`src/hdl/es2dt_pkg.sv`:
```
// ----------------------------------------------------------------------------
// es2dt_pkg: shared types and constants for the epoch seconds converter
// Holds the calendar constants, the subtractor result type and the
// month and year length helpers.
// ----------------------------------------------------------------------------
package es2dt_pkg;

  localparam int unsigned SubWidth = 18;

  // Result of the shared subtractor: difference and borrow out.
  typedef struct packed {
    logic [SubWidth-1:0] diff;
    logic                borrow;
  } sub_res_t;

  localparam logic [SubWidth-1:0] SecsPerDay  = 18'd86400;
  localparam logic [SubWidth-1:0] SecsPerHour = 18'd3600;
  localparam logic [SubWidth-1:0] SecsPerMin  = 18'd60;

  // Last step index of each restoring division.
  localparam logic [4:0] DayDivLast  = 5'd31;
  localparam logic [4:0] HourDivLast = 5'd16;
  localparam logic [4:0] MinDivLast  = 5'd11;

  localparam logic [10:0] EpochYear  = 11'd1904;
  // 1904 mod 100 and 1904 mod 400.
  localparam logic [6:0]  Mod100Init = 7'd4;
  localparam logic [8:0]  Mod400Init = 9'd304;
  localparam logic [6:0]  Mod100Last = 7'd99;
  localparam logic [8:0]  Mod400Last = 9'd399;

  localparam logic [3:0]  January  = 4'd1;
  localparam logic [3:0]  February = 4'd2;
  localparam logic [3:0]  December = 4'd12;

  function automatic logic [8:0] year_len(input logic leap);
    return leap ? 9'd366 : 9'd365;
  endfunction

  function automatic logic [4:0] month_len(input logic [3:0] month, input logic leap);
    logic [4:0] len;
    case (month)
      4'd2:    len = leap ? 5'd29 : 5'd28;
      4'd4:    len = 5'd30;
      4'd6:    len = 5'd30;
      4'd9:    len = 5'd30;
      4'd11:   len = 5'd30;
      default: len = 5'd31;
    endcase
    return len;
  endfunction

endpackage

```
`src/hdl/epoch_seconds_to_date_time_unit.sv`:
```
// ----------------------------------------------------------------------------
// epoch_seconds_to_date_time_unit: 1904-epoch seconds to calendar date
// One word is in work at a time: a new word is taken only in StIdle. The
// single shared subtractor does all the arithmetic: 32 + 17 + 12 division
// steps, then one step per year and one per month walked. A finished word
// waits in StFinish while the previous result is still stalled.
// Reset clears the sequencer and the output valid; no word is held.
// ----------------------------------------------------------------------------
module epoch_seconds_to_date_time_unit (
  input  logic        clk_i,
  input  logic        rst_ni,
  input  logic        in_valid_i,
  output logic        in_stall_o,
  input  logic [31:0] elapsed_seconds_i,
  output logic        out_valid_o,
  input  logic        out_stall_i,
  output logic [10:0] year_o,
  output logic [3:0]  month_o,
  output logic [4:0]  day_o,
  output logic [4:0]  hour_o,
  output logic [5:0]  minute_o,
  output logic [5:0]  second_o
);

  typedef enum logic [2:0] {
    StIdle,
    StDivDay,
    StDivHour,
    StDivMin,
    StYear,
    StMonth,
    StFinish
  } state_e;

  state_e      state_q;
  logic [31:0] num_q;
  logic [17:0] rem_q;
  logic [4:0]  step_q;
  logic [15:0] days_q;
  logic [4:0]  hour_q;
  logic [5:0]  minute_q;
  logic [5:0]  second_q;
  logic [10:0] year_q;
  logic [6:0]  mod100_q;
  logic [8:0]  mod400_q;
  logic [3:0]  month_q;

  logic        out_valid_q;
  logic [10:0] res_year_q;
  logic [3:0]  res_month_q;
  logic [4:0]  res_day_q;
  logic [4:0]  res_hour_q;
  logic [5:0]  res_minute_q;
  logic [5:0]  res_second_q;

  logic [17:0]         cand;
  logic [17:0]         sub_a;
  logic [17:0]         sub_b;
  es2dt_pkg::sub_res_t sub_res;
  logic                q_bit;
  logic [17:0]         rem_nx;
  logic [31:0]         num_nx;
  logic                leap;
  logic                walk_gt;
  logic                step_last;

  // Gregorian rule, with the year's residues kept as running counters.
  assign leap = (year_q[1:0] == 2'd0) && !((mod100_q == 7'd0) && (mod400_q != 9'd0));

  always_comb begin
    cand  = {rem_q[16:0], num_q[31]};
    sub_a = cand;
    sub_b = es2dt_pkg::SecsPerDay;
    case (state_q)
      StDivHour: sub_b = es2dt_pkg::SecsPerHour;
      StDivMin:  sub_b = es2dt_pkg::SecsPerMin;
      StYear: begin
        sub_a = {2'b00, days_q};
        sub_b = {9'd0, es2dt_pkg::year_len(leap)};
      end
      StMonth: begin
        sub_a = {2'b00, days_q};
        sub_b = {13'd0, es2dt_pkg::month_len(month_q, leap)};
      end
      default: sub_b = es2dt_pkg::SecsPerDay;
    endcase
  end

  es2dt_sub u_sub (
    .a_i   (sub_a),
    .b_i   (sub_b),
    .res_o (sub_res)
  );

  assign q_bit   = !sub_res.borrow;
  assign rem_nx  = q_bit ? sub_res.diff : cand;
  assign num_nx  = {num_q[30:0], q_bit};
  assign walk_gt = !sub_res.borrow && (sub_res.diff != 18'd0);

  always_comb begin
    case (state_q)
      StDivDay:  step_last = (step_q == es2dt_pkg::DayDivLast);
      StDivHour: step_last = (step_q == es2dt_pkg::HourDivLast);
      StDivMin:  step_last = (step_q == es2dt_pkg::MinDivLast);
      default:   step_last = 1'b0;
    endcase
  end

  always_ff @(posedge clk_i or negedge rst_ni) begin
    if (!rst_ni) begin
      state_q      <= StIdle;
      num_q        <= '0;
      rem_q        <= '0;
      step_q       <= '0;
      days_q       <= '0;
      hour_q       <= '0;
      minute_q     <= '0;
      second_q     <= '0;
      year_q       <= es2dt_pkg::EpochYear;
      mod100_q     <= es2dt_pkg::Mod100Init;
      mod400_q     <= es2dt_pkg::Mod400Init;
      month_q      <= es2dt_pkg::January;
      out_valid_q  <= 1'b0;
      res_year_q   <= '0;
      res_month_q  <= '0;
      res_day_q    <= '0;
      res_hour_q   <= '0;
      res_minute_q <= '0;
      res_second_q <= '0;
    end else begin
      if (out_valid_q && !out_stall_i && (state_q != StFinish)) begin
        out_valid_q <= 1'b0;
      end
      case (state_q)
        StIdle: begin
          if (in_valid_i) begin
            num_q   <= elapsed_seconds_i;
            rem_q   <= '0;
            step_q  <= '0;
            state_q <= StDivDay;
          end
        end
        StDivDay, StDivHour, StDivMin: begin
          num_q  <= num_nx;
          rem_q  <= rem_nx;
          step_q <= step_last ? 5'd0 : step_q + 5'd1;
          if (step_last) begin
            rem_q <= '0;
            case (state_q)
              StDivDay: begin
                // Day count is one-based, so the first day of 1904 is day 1.
                days_q  <= num_nx[15:0] + 16'd1;
                num_q   <= {rem_nx[16:0], 15'd0};
                state_q <= StDivHour;
              end
              StDivHour: begin
                hour_q  <= num_nx[4:0];
                num_q   <= {rem_nx[11:0], 20'd0};
                state_q <= StDivMin;
              end
              default: begin
                minute_q <= num_nx[5:0];
                second_q <= rem_nx[5:0];
                year_q   <= es2dt_pkg::EpochYear;
                mod100_q <= es2dt_pkg::Mod100Init;
                mod400_q <= es2dt_pkg::Mod400Init;
                state_q  <= StYear;
              end
            endcase
          end
        end
        StYear: begin
          if (walk_gt) begin
            days_q   <= sub_res.diff[15:0];
            year_q   <= year_q + 11'd1;
            mod100_q <= (mod100_q == es2dt_pkg::Mod100Last) ? 7'd0 : mod100_q + 7'd1;
            mod400_q <= (mod400_q == es2dt_pkg::Mod400Last) ? 9'd0 : mod400_q + 9'd1;
          end else begin
            month_q <= es2dt_pkg::January;
            state_q <= StMonth;
          end
        end
        StMonth: begin
          if (walk_gt && (month_q != es2dt_pkg::December)) begin
            days_q  <= sub_res.diff[15:0];
            month_q <= month_q + 4'd1;
          end else begin
            state_q <= StFinish;
          end
        end
        StFinish: begin
          // The output register frees as the waiting word is taken.
          if (!out_valid_q || !out_stall_i) begin
            out_valid_q  <= 1'b1;
            res_year_q   <= year_q;
            res_month_q  <= month_q;
            res_day_q    <= days_q[4:0];
            res_hour_q   <= hour_q;
            res_minute_q <= minute_q;
            res_second_q <= second_q;
            state_q      <= StIdle;
          end
        end
        default: state_q <= StIdle;
      endcase
    end
  end

  assign in_stall_o  = (state_q != StIdle);
  assign out_valid_o = out_valid_q;
  assign year_o      = res_year_q;
  assign month_o     = res_month_q;
  assign day_o       = res_day_q;
  assign hour_o      = res_hour_q;
  assign minute_o    = res_minute_q;
  assign second_o    = res_second_q;

endmodule

```
`src/hdl/es2dt_sub.sv`:
```
// ----------------------------------------------------------------------------
// es2dt_sub: shared subtract and compare unit
// One 18-bit subtractor with borrow out, used by every division step and
// by the year and month walks.
// ----------------------------------------------------------------------------
module es2dt_sub (
  input  logic [es2dt_pkg::SubWidth-1:0] a_i,
  input  logic [es2dt_pkg::SubWidth-1:0] b_i,
  output es2dt_pkg::sub_res_t            res_o
);

  logic [es2dt_pkg::SubWidth:0] wide;

  assign wide         = {1'b0, a_i} - {1'b0, b_i};
  assign res_o.diff   = wide[es2dt_pkg::SubWidth-1:0];
  assign res_o.borrow = wide[es2dt_pkg::SubWidth];

endmodule
```
`config.mk`:
```
export PLATFORM = sky130hd
export DESIGN_NAME = epoch_seconds_to_date_time_unit
export DESIGN_NICKNAME = d
export VERILOG_FILES = /design/src/hdl/es2dt_pkg.sv /design/src/hdl/epoch_seconds_to_date_time_unit.sv /design/src/hdl/es2dt_sub.sv
export SDC_FILE = /design/constraint.sdc
export NUM_CORES = 1
export LEC_CHECK = 0
export CAP_MARGIN = 25
export CORE_MARGIN = 1.5
export CORE_UTILIZATION = 66
export CTS_BUF_LIST = sky130_fd_sc_hd__clkbuf_8
export DETAILED_ROUTE_END_ITERATION = 12
export DONT_BUFFER_PORTS = 1
export PLACE_DENSITY_LB_ADDON = 0.08
export SLEW_MARGIN = 30
export SYNTH_ARGS = -nofsm -noshare
export SYNTH_HDL_FRONTEND = slang
export SYNTH_SLANG_ARGS = --single-unit
```
`constraint.sdc`:
```
create_clock -name clk_i -period 7.1 [get_ports clk_i]
set_clock_uncertainty 0.05 [all_clocks]
set_input_delay 0.355 -clock clk_i [delete_from_list [all_inputs] [get_ports clk_i]]
set_output_delay 0.355 -clock clk_i [all_outputs]
set_load 0.005 [all_outputs]
```
==> metrics.cfg <==
[global_route]
grt-ovfl-total = 0
grt_pass1_vias = 7171
grt_max_degree = 160
grt_pass1_wl_mm = 36.7
grt_usage_pct = 32.7
antenna_found_initial = 0

[sta]
max_slew_margin_pct = 35.1
layout_min_cycle_time_ns = 6.20
hold_viol = 0
grt_setup_unrepaired = no
worstMarginPinSlew_ns = 0.973
fmax_ghz = 0.161
tns_ns = 0
post-route-period-util_pct = 87.3
setup_violations = 0
final-max-slew-violation-count = 0

[routing]
drt-total-wl_mm = 22.4
antenna_left = 0
firstDrtPassIters = 6
routed.top_layer = met4
routed-wl-met2_mm = 10.7
drt_iter0_drc = 862
via_per_inst = 6.59
drc = 0
wl_met1_mm = 9.36
wire_per_inst_um = 20.2
met3_length_mm = 1.69
route.vias.total = 7337

[clock_network]
cts-resized-gates = 0
cts_tree = done
clock_sinks = 159
htree_levels = 4
clk_path_buf_depth = 2
clk_latency_ns = 0.47
root_buffer = clkbuf_8
clkTransAtPathRegs_ns = 0.08
numCtsBuffers = 17

[hold_path]
worstHoldStart = elapsed_seconds_i[6]
hold_depth = 2
hold_path_end = num_q[6]
holdCritPathClass = in2reg

[job]
cap_viol_max_count = 0

[cells_and_area]
drive_gt1_share_pct = 15.2
finalNonFillerCells = 1113
syn2layout_area_growth_pct = 5.71
diodes = 0
num-fill-cells = 972
final_net_count = 991

[setup_path]
cp_max_fo = 18
reg2reg_to = days_q[15]
cp-start-kind = flop
critical_path_class = reg2reg
rr_worst_depth = 14
worstReg2RegStart = state_q[1]
cp.required_ns = 7.40
arrival_ns = 6.50
critPathCaptureType = flop
r2r_slack_ns = 0.90

[placement]
gp_congestion = 0.970
placedCellCount = 1073
dpl.hpwl_mm = 15.7
portBuffers = 0

[floorplan]
die_width_um = 120
start_util_pct = 67.8
pin_count = 75
die_h_um = 120
dieArea_um2 = 14400
core_area_um2 = 13300
row_count = 42

[synthesis]
yosysWarnings = 0
synthCells = 943
synth_seq_cells = 159
synthDistinctLibCells = 69
synth_enable_flop_cells = 0
syn_area_um2 = 9010
synth_fp_nets = 1008
yosysTopAreaCell = dfrtp_1
syn_area_per_cell_um2 = 9.55
synth_top_area_share_pct = 41.1
async_reset_ff_share_pct = 100
synth_ff_type = dfrtp_1
ys_seq_area_share_pct = 44.3
synth_area_leaders = dfrtp_1 41%, mux2_2 8.0%, nand2_1 4.6%, o21ai_0 4.5%, ha_1 3.9%

[status]
status = finished clean

[power_and_ir_drop]
p_leak_nw = 4.19
powerDensity_nw_per_um2 = 482
peakVddDrop_v = 0.000286

worst max-delay path by stage:
stage | from | end | slack, ns | cells after the start
2_1_floorplan | state_q[0] | days_q[10] | 2.02 | 22
3_3_place_gp | state_q[1] | days_q[2] | 1.21 | 14
3_5_place_dp | state_q[1] | days_q[3] | 0.99 | 14
4_1_cts | state_q[1] | days_q[15] | 0.97 | 14
5_1_grt | state_q[1] | days_q[15] | 0.46 | 14
6_report | state_q[1] | days_q[15] | 0.90 | 14
critical path, cell delays in order, from the launching register on:
cell       delay [ns]
dfrtp_1          0.63
nand2b_1         0.62
mux2i_1          0.24
ha_1             0.26
fa_1             0.40
nand2b_1         0.20
a211oi_2         0.31
nor2_1           0.11
xnor2_1          0.17
or4b_1           0.54
or4_1            0.55
a2111oi_2        0.33
or2_1            0.51
o21a_1           0.74
mux2_2           0.41
sequential cells by signal (all words and copies together), names as in the netlist:
name,count
hour_q,5
num_q,32
step_q,5
days_q,16
out_valid_o,1
minute_o,6
mod400_q,9
month_o,4
month_q,4
hour_o,5
second_o,6
second_q,6
mod100_q,7
year_q,11
minute_q,6
year_o,11
day_o,5
rem_q,17
state_q,3
routing by layer:
layer,GRT usage [%],vias up
met4,14.4,0
met1,42.7,3582
met2,51.4,338
li1,-,3358
met5,0,-
met3,8.84,59
area by class of cell:
cell class | instances | area (um2) | area share [%]
Timing Repair Buffer | 21 | 200 | 2.10
Multi-Input combinational cell | 704 | 4670 | 49.0
Tap cell | 176 | 220 | 2.31
Clock buffer | 19 | 262 | 2.75
Inverter | 23 | 86.3 | 0.907
Clock inverter | 11 | 95.1 | 0.999
Sequential cell | 159 | 3990 | 41.9
report_power, final:
group,internal (mW),total (mW),switching (mW)
registers,1.19,1.48,0.286
logic,0.897,2.49,1.59
clock network,0.289,0.619,0.330
total,2.38,4.59,2.21
kinds of logic (layout without fill, tap and decap cells):
| logic type | Yosys count | after routing | synth area share, % |
|---|---|---|---|
| AO/OA/AOI/OAI | 223 | 223 | 16.0 |
| XOR/XNOR | 29 | 29 | 2.90 |
| adder cells (fa/ha/maj) | 29 | 29 | 4.11 |
| buffers and inverters | 80 | 74 | 3.96 |
| flip-flops | 159 | 159 | 44.3 |
| multiplexers | 92 | 92 | 11.6 |
| AND/OR/NAND/NOR | 331 | 331 | 17.2 |
layout by cell type, fill, tap and decap left out, types with 9 or more instances in the layout:
master / count
dfrtp_1: 148
nand2_1: 111
nor2_1: 90
o21ai_0: 81
mux2_2: 64
a21oi_1: 39
nand3_1: 32
ha_1: 28
inv_1: 25
mux2i_1: 20
clkbuf_8: 19
xor2_1: 18
nand4_1: 15
a221oi_1: 15
nand2b_1: 14
or4_1: 12
a211oi_1: 11
dfstp_2: 11
buf_4: 11
xnor2_1: 10
o22ai_1: 10
nor3_1: 9
dlygate4sd3_1: 9
per-stage QoR:
stage               setup WS [ns]  power, mW  hold slack, ns  utilization (%)  area [um2]
global placement             1.21       3.79          0.0138             68.1        9050
floorplan                    2.02       3.16         0.00941                -        9010
global route                0.463       4.89          0.0157             71.6        9520
CTS                         0.968       4.52       0.0000738             71.6        9520
finish                      0.898       4.59          0.0174             71.6        9520
detailed placement          0.988       3.87          0.0141             68.1        9050
cells in the mapped netlist (all sizes together), types with 7 or more instances:
cell type / n
mux2: 72
o22ai: 10
o211ai: 7
or4: 12
ha: 28
xor2: 19
dfrtp: 148
nand2b: 14
nand4: 15
a211oi: 12
o21ai: 85
a21oi: 40
buf: 15
nor2: 93
inv: 23
xnor2: 10
and3: 8
nand2: 111
o22a: 7
and2: 9
o31ai: 7
dfstp: 11
a221oi: 15
nor3: 9
nand3: 32
a31oi: 7
clkbuf: 42
mux2i: 20
what timing repair did:
action	in CTS	in global routing
hold buffers	10	0
setup buffers	0	0
hold endpoints to repair	167	0
Power figures use the tool's default switching activity.
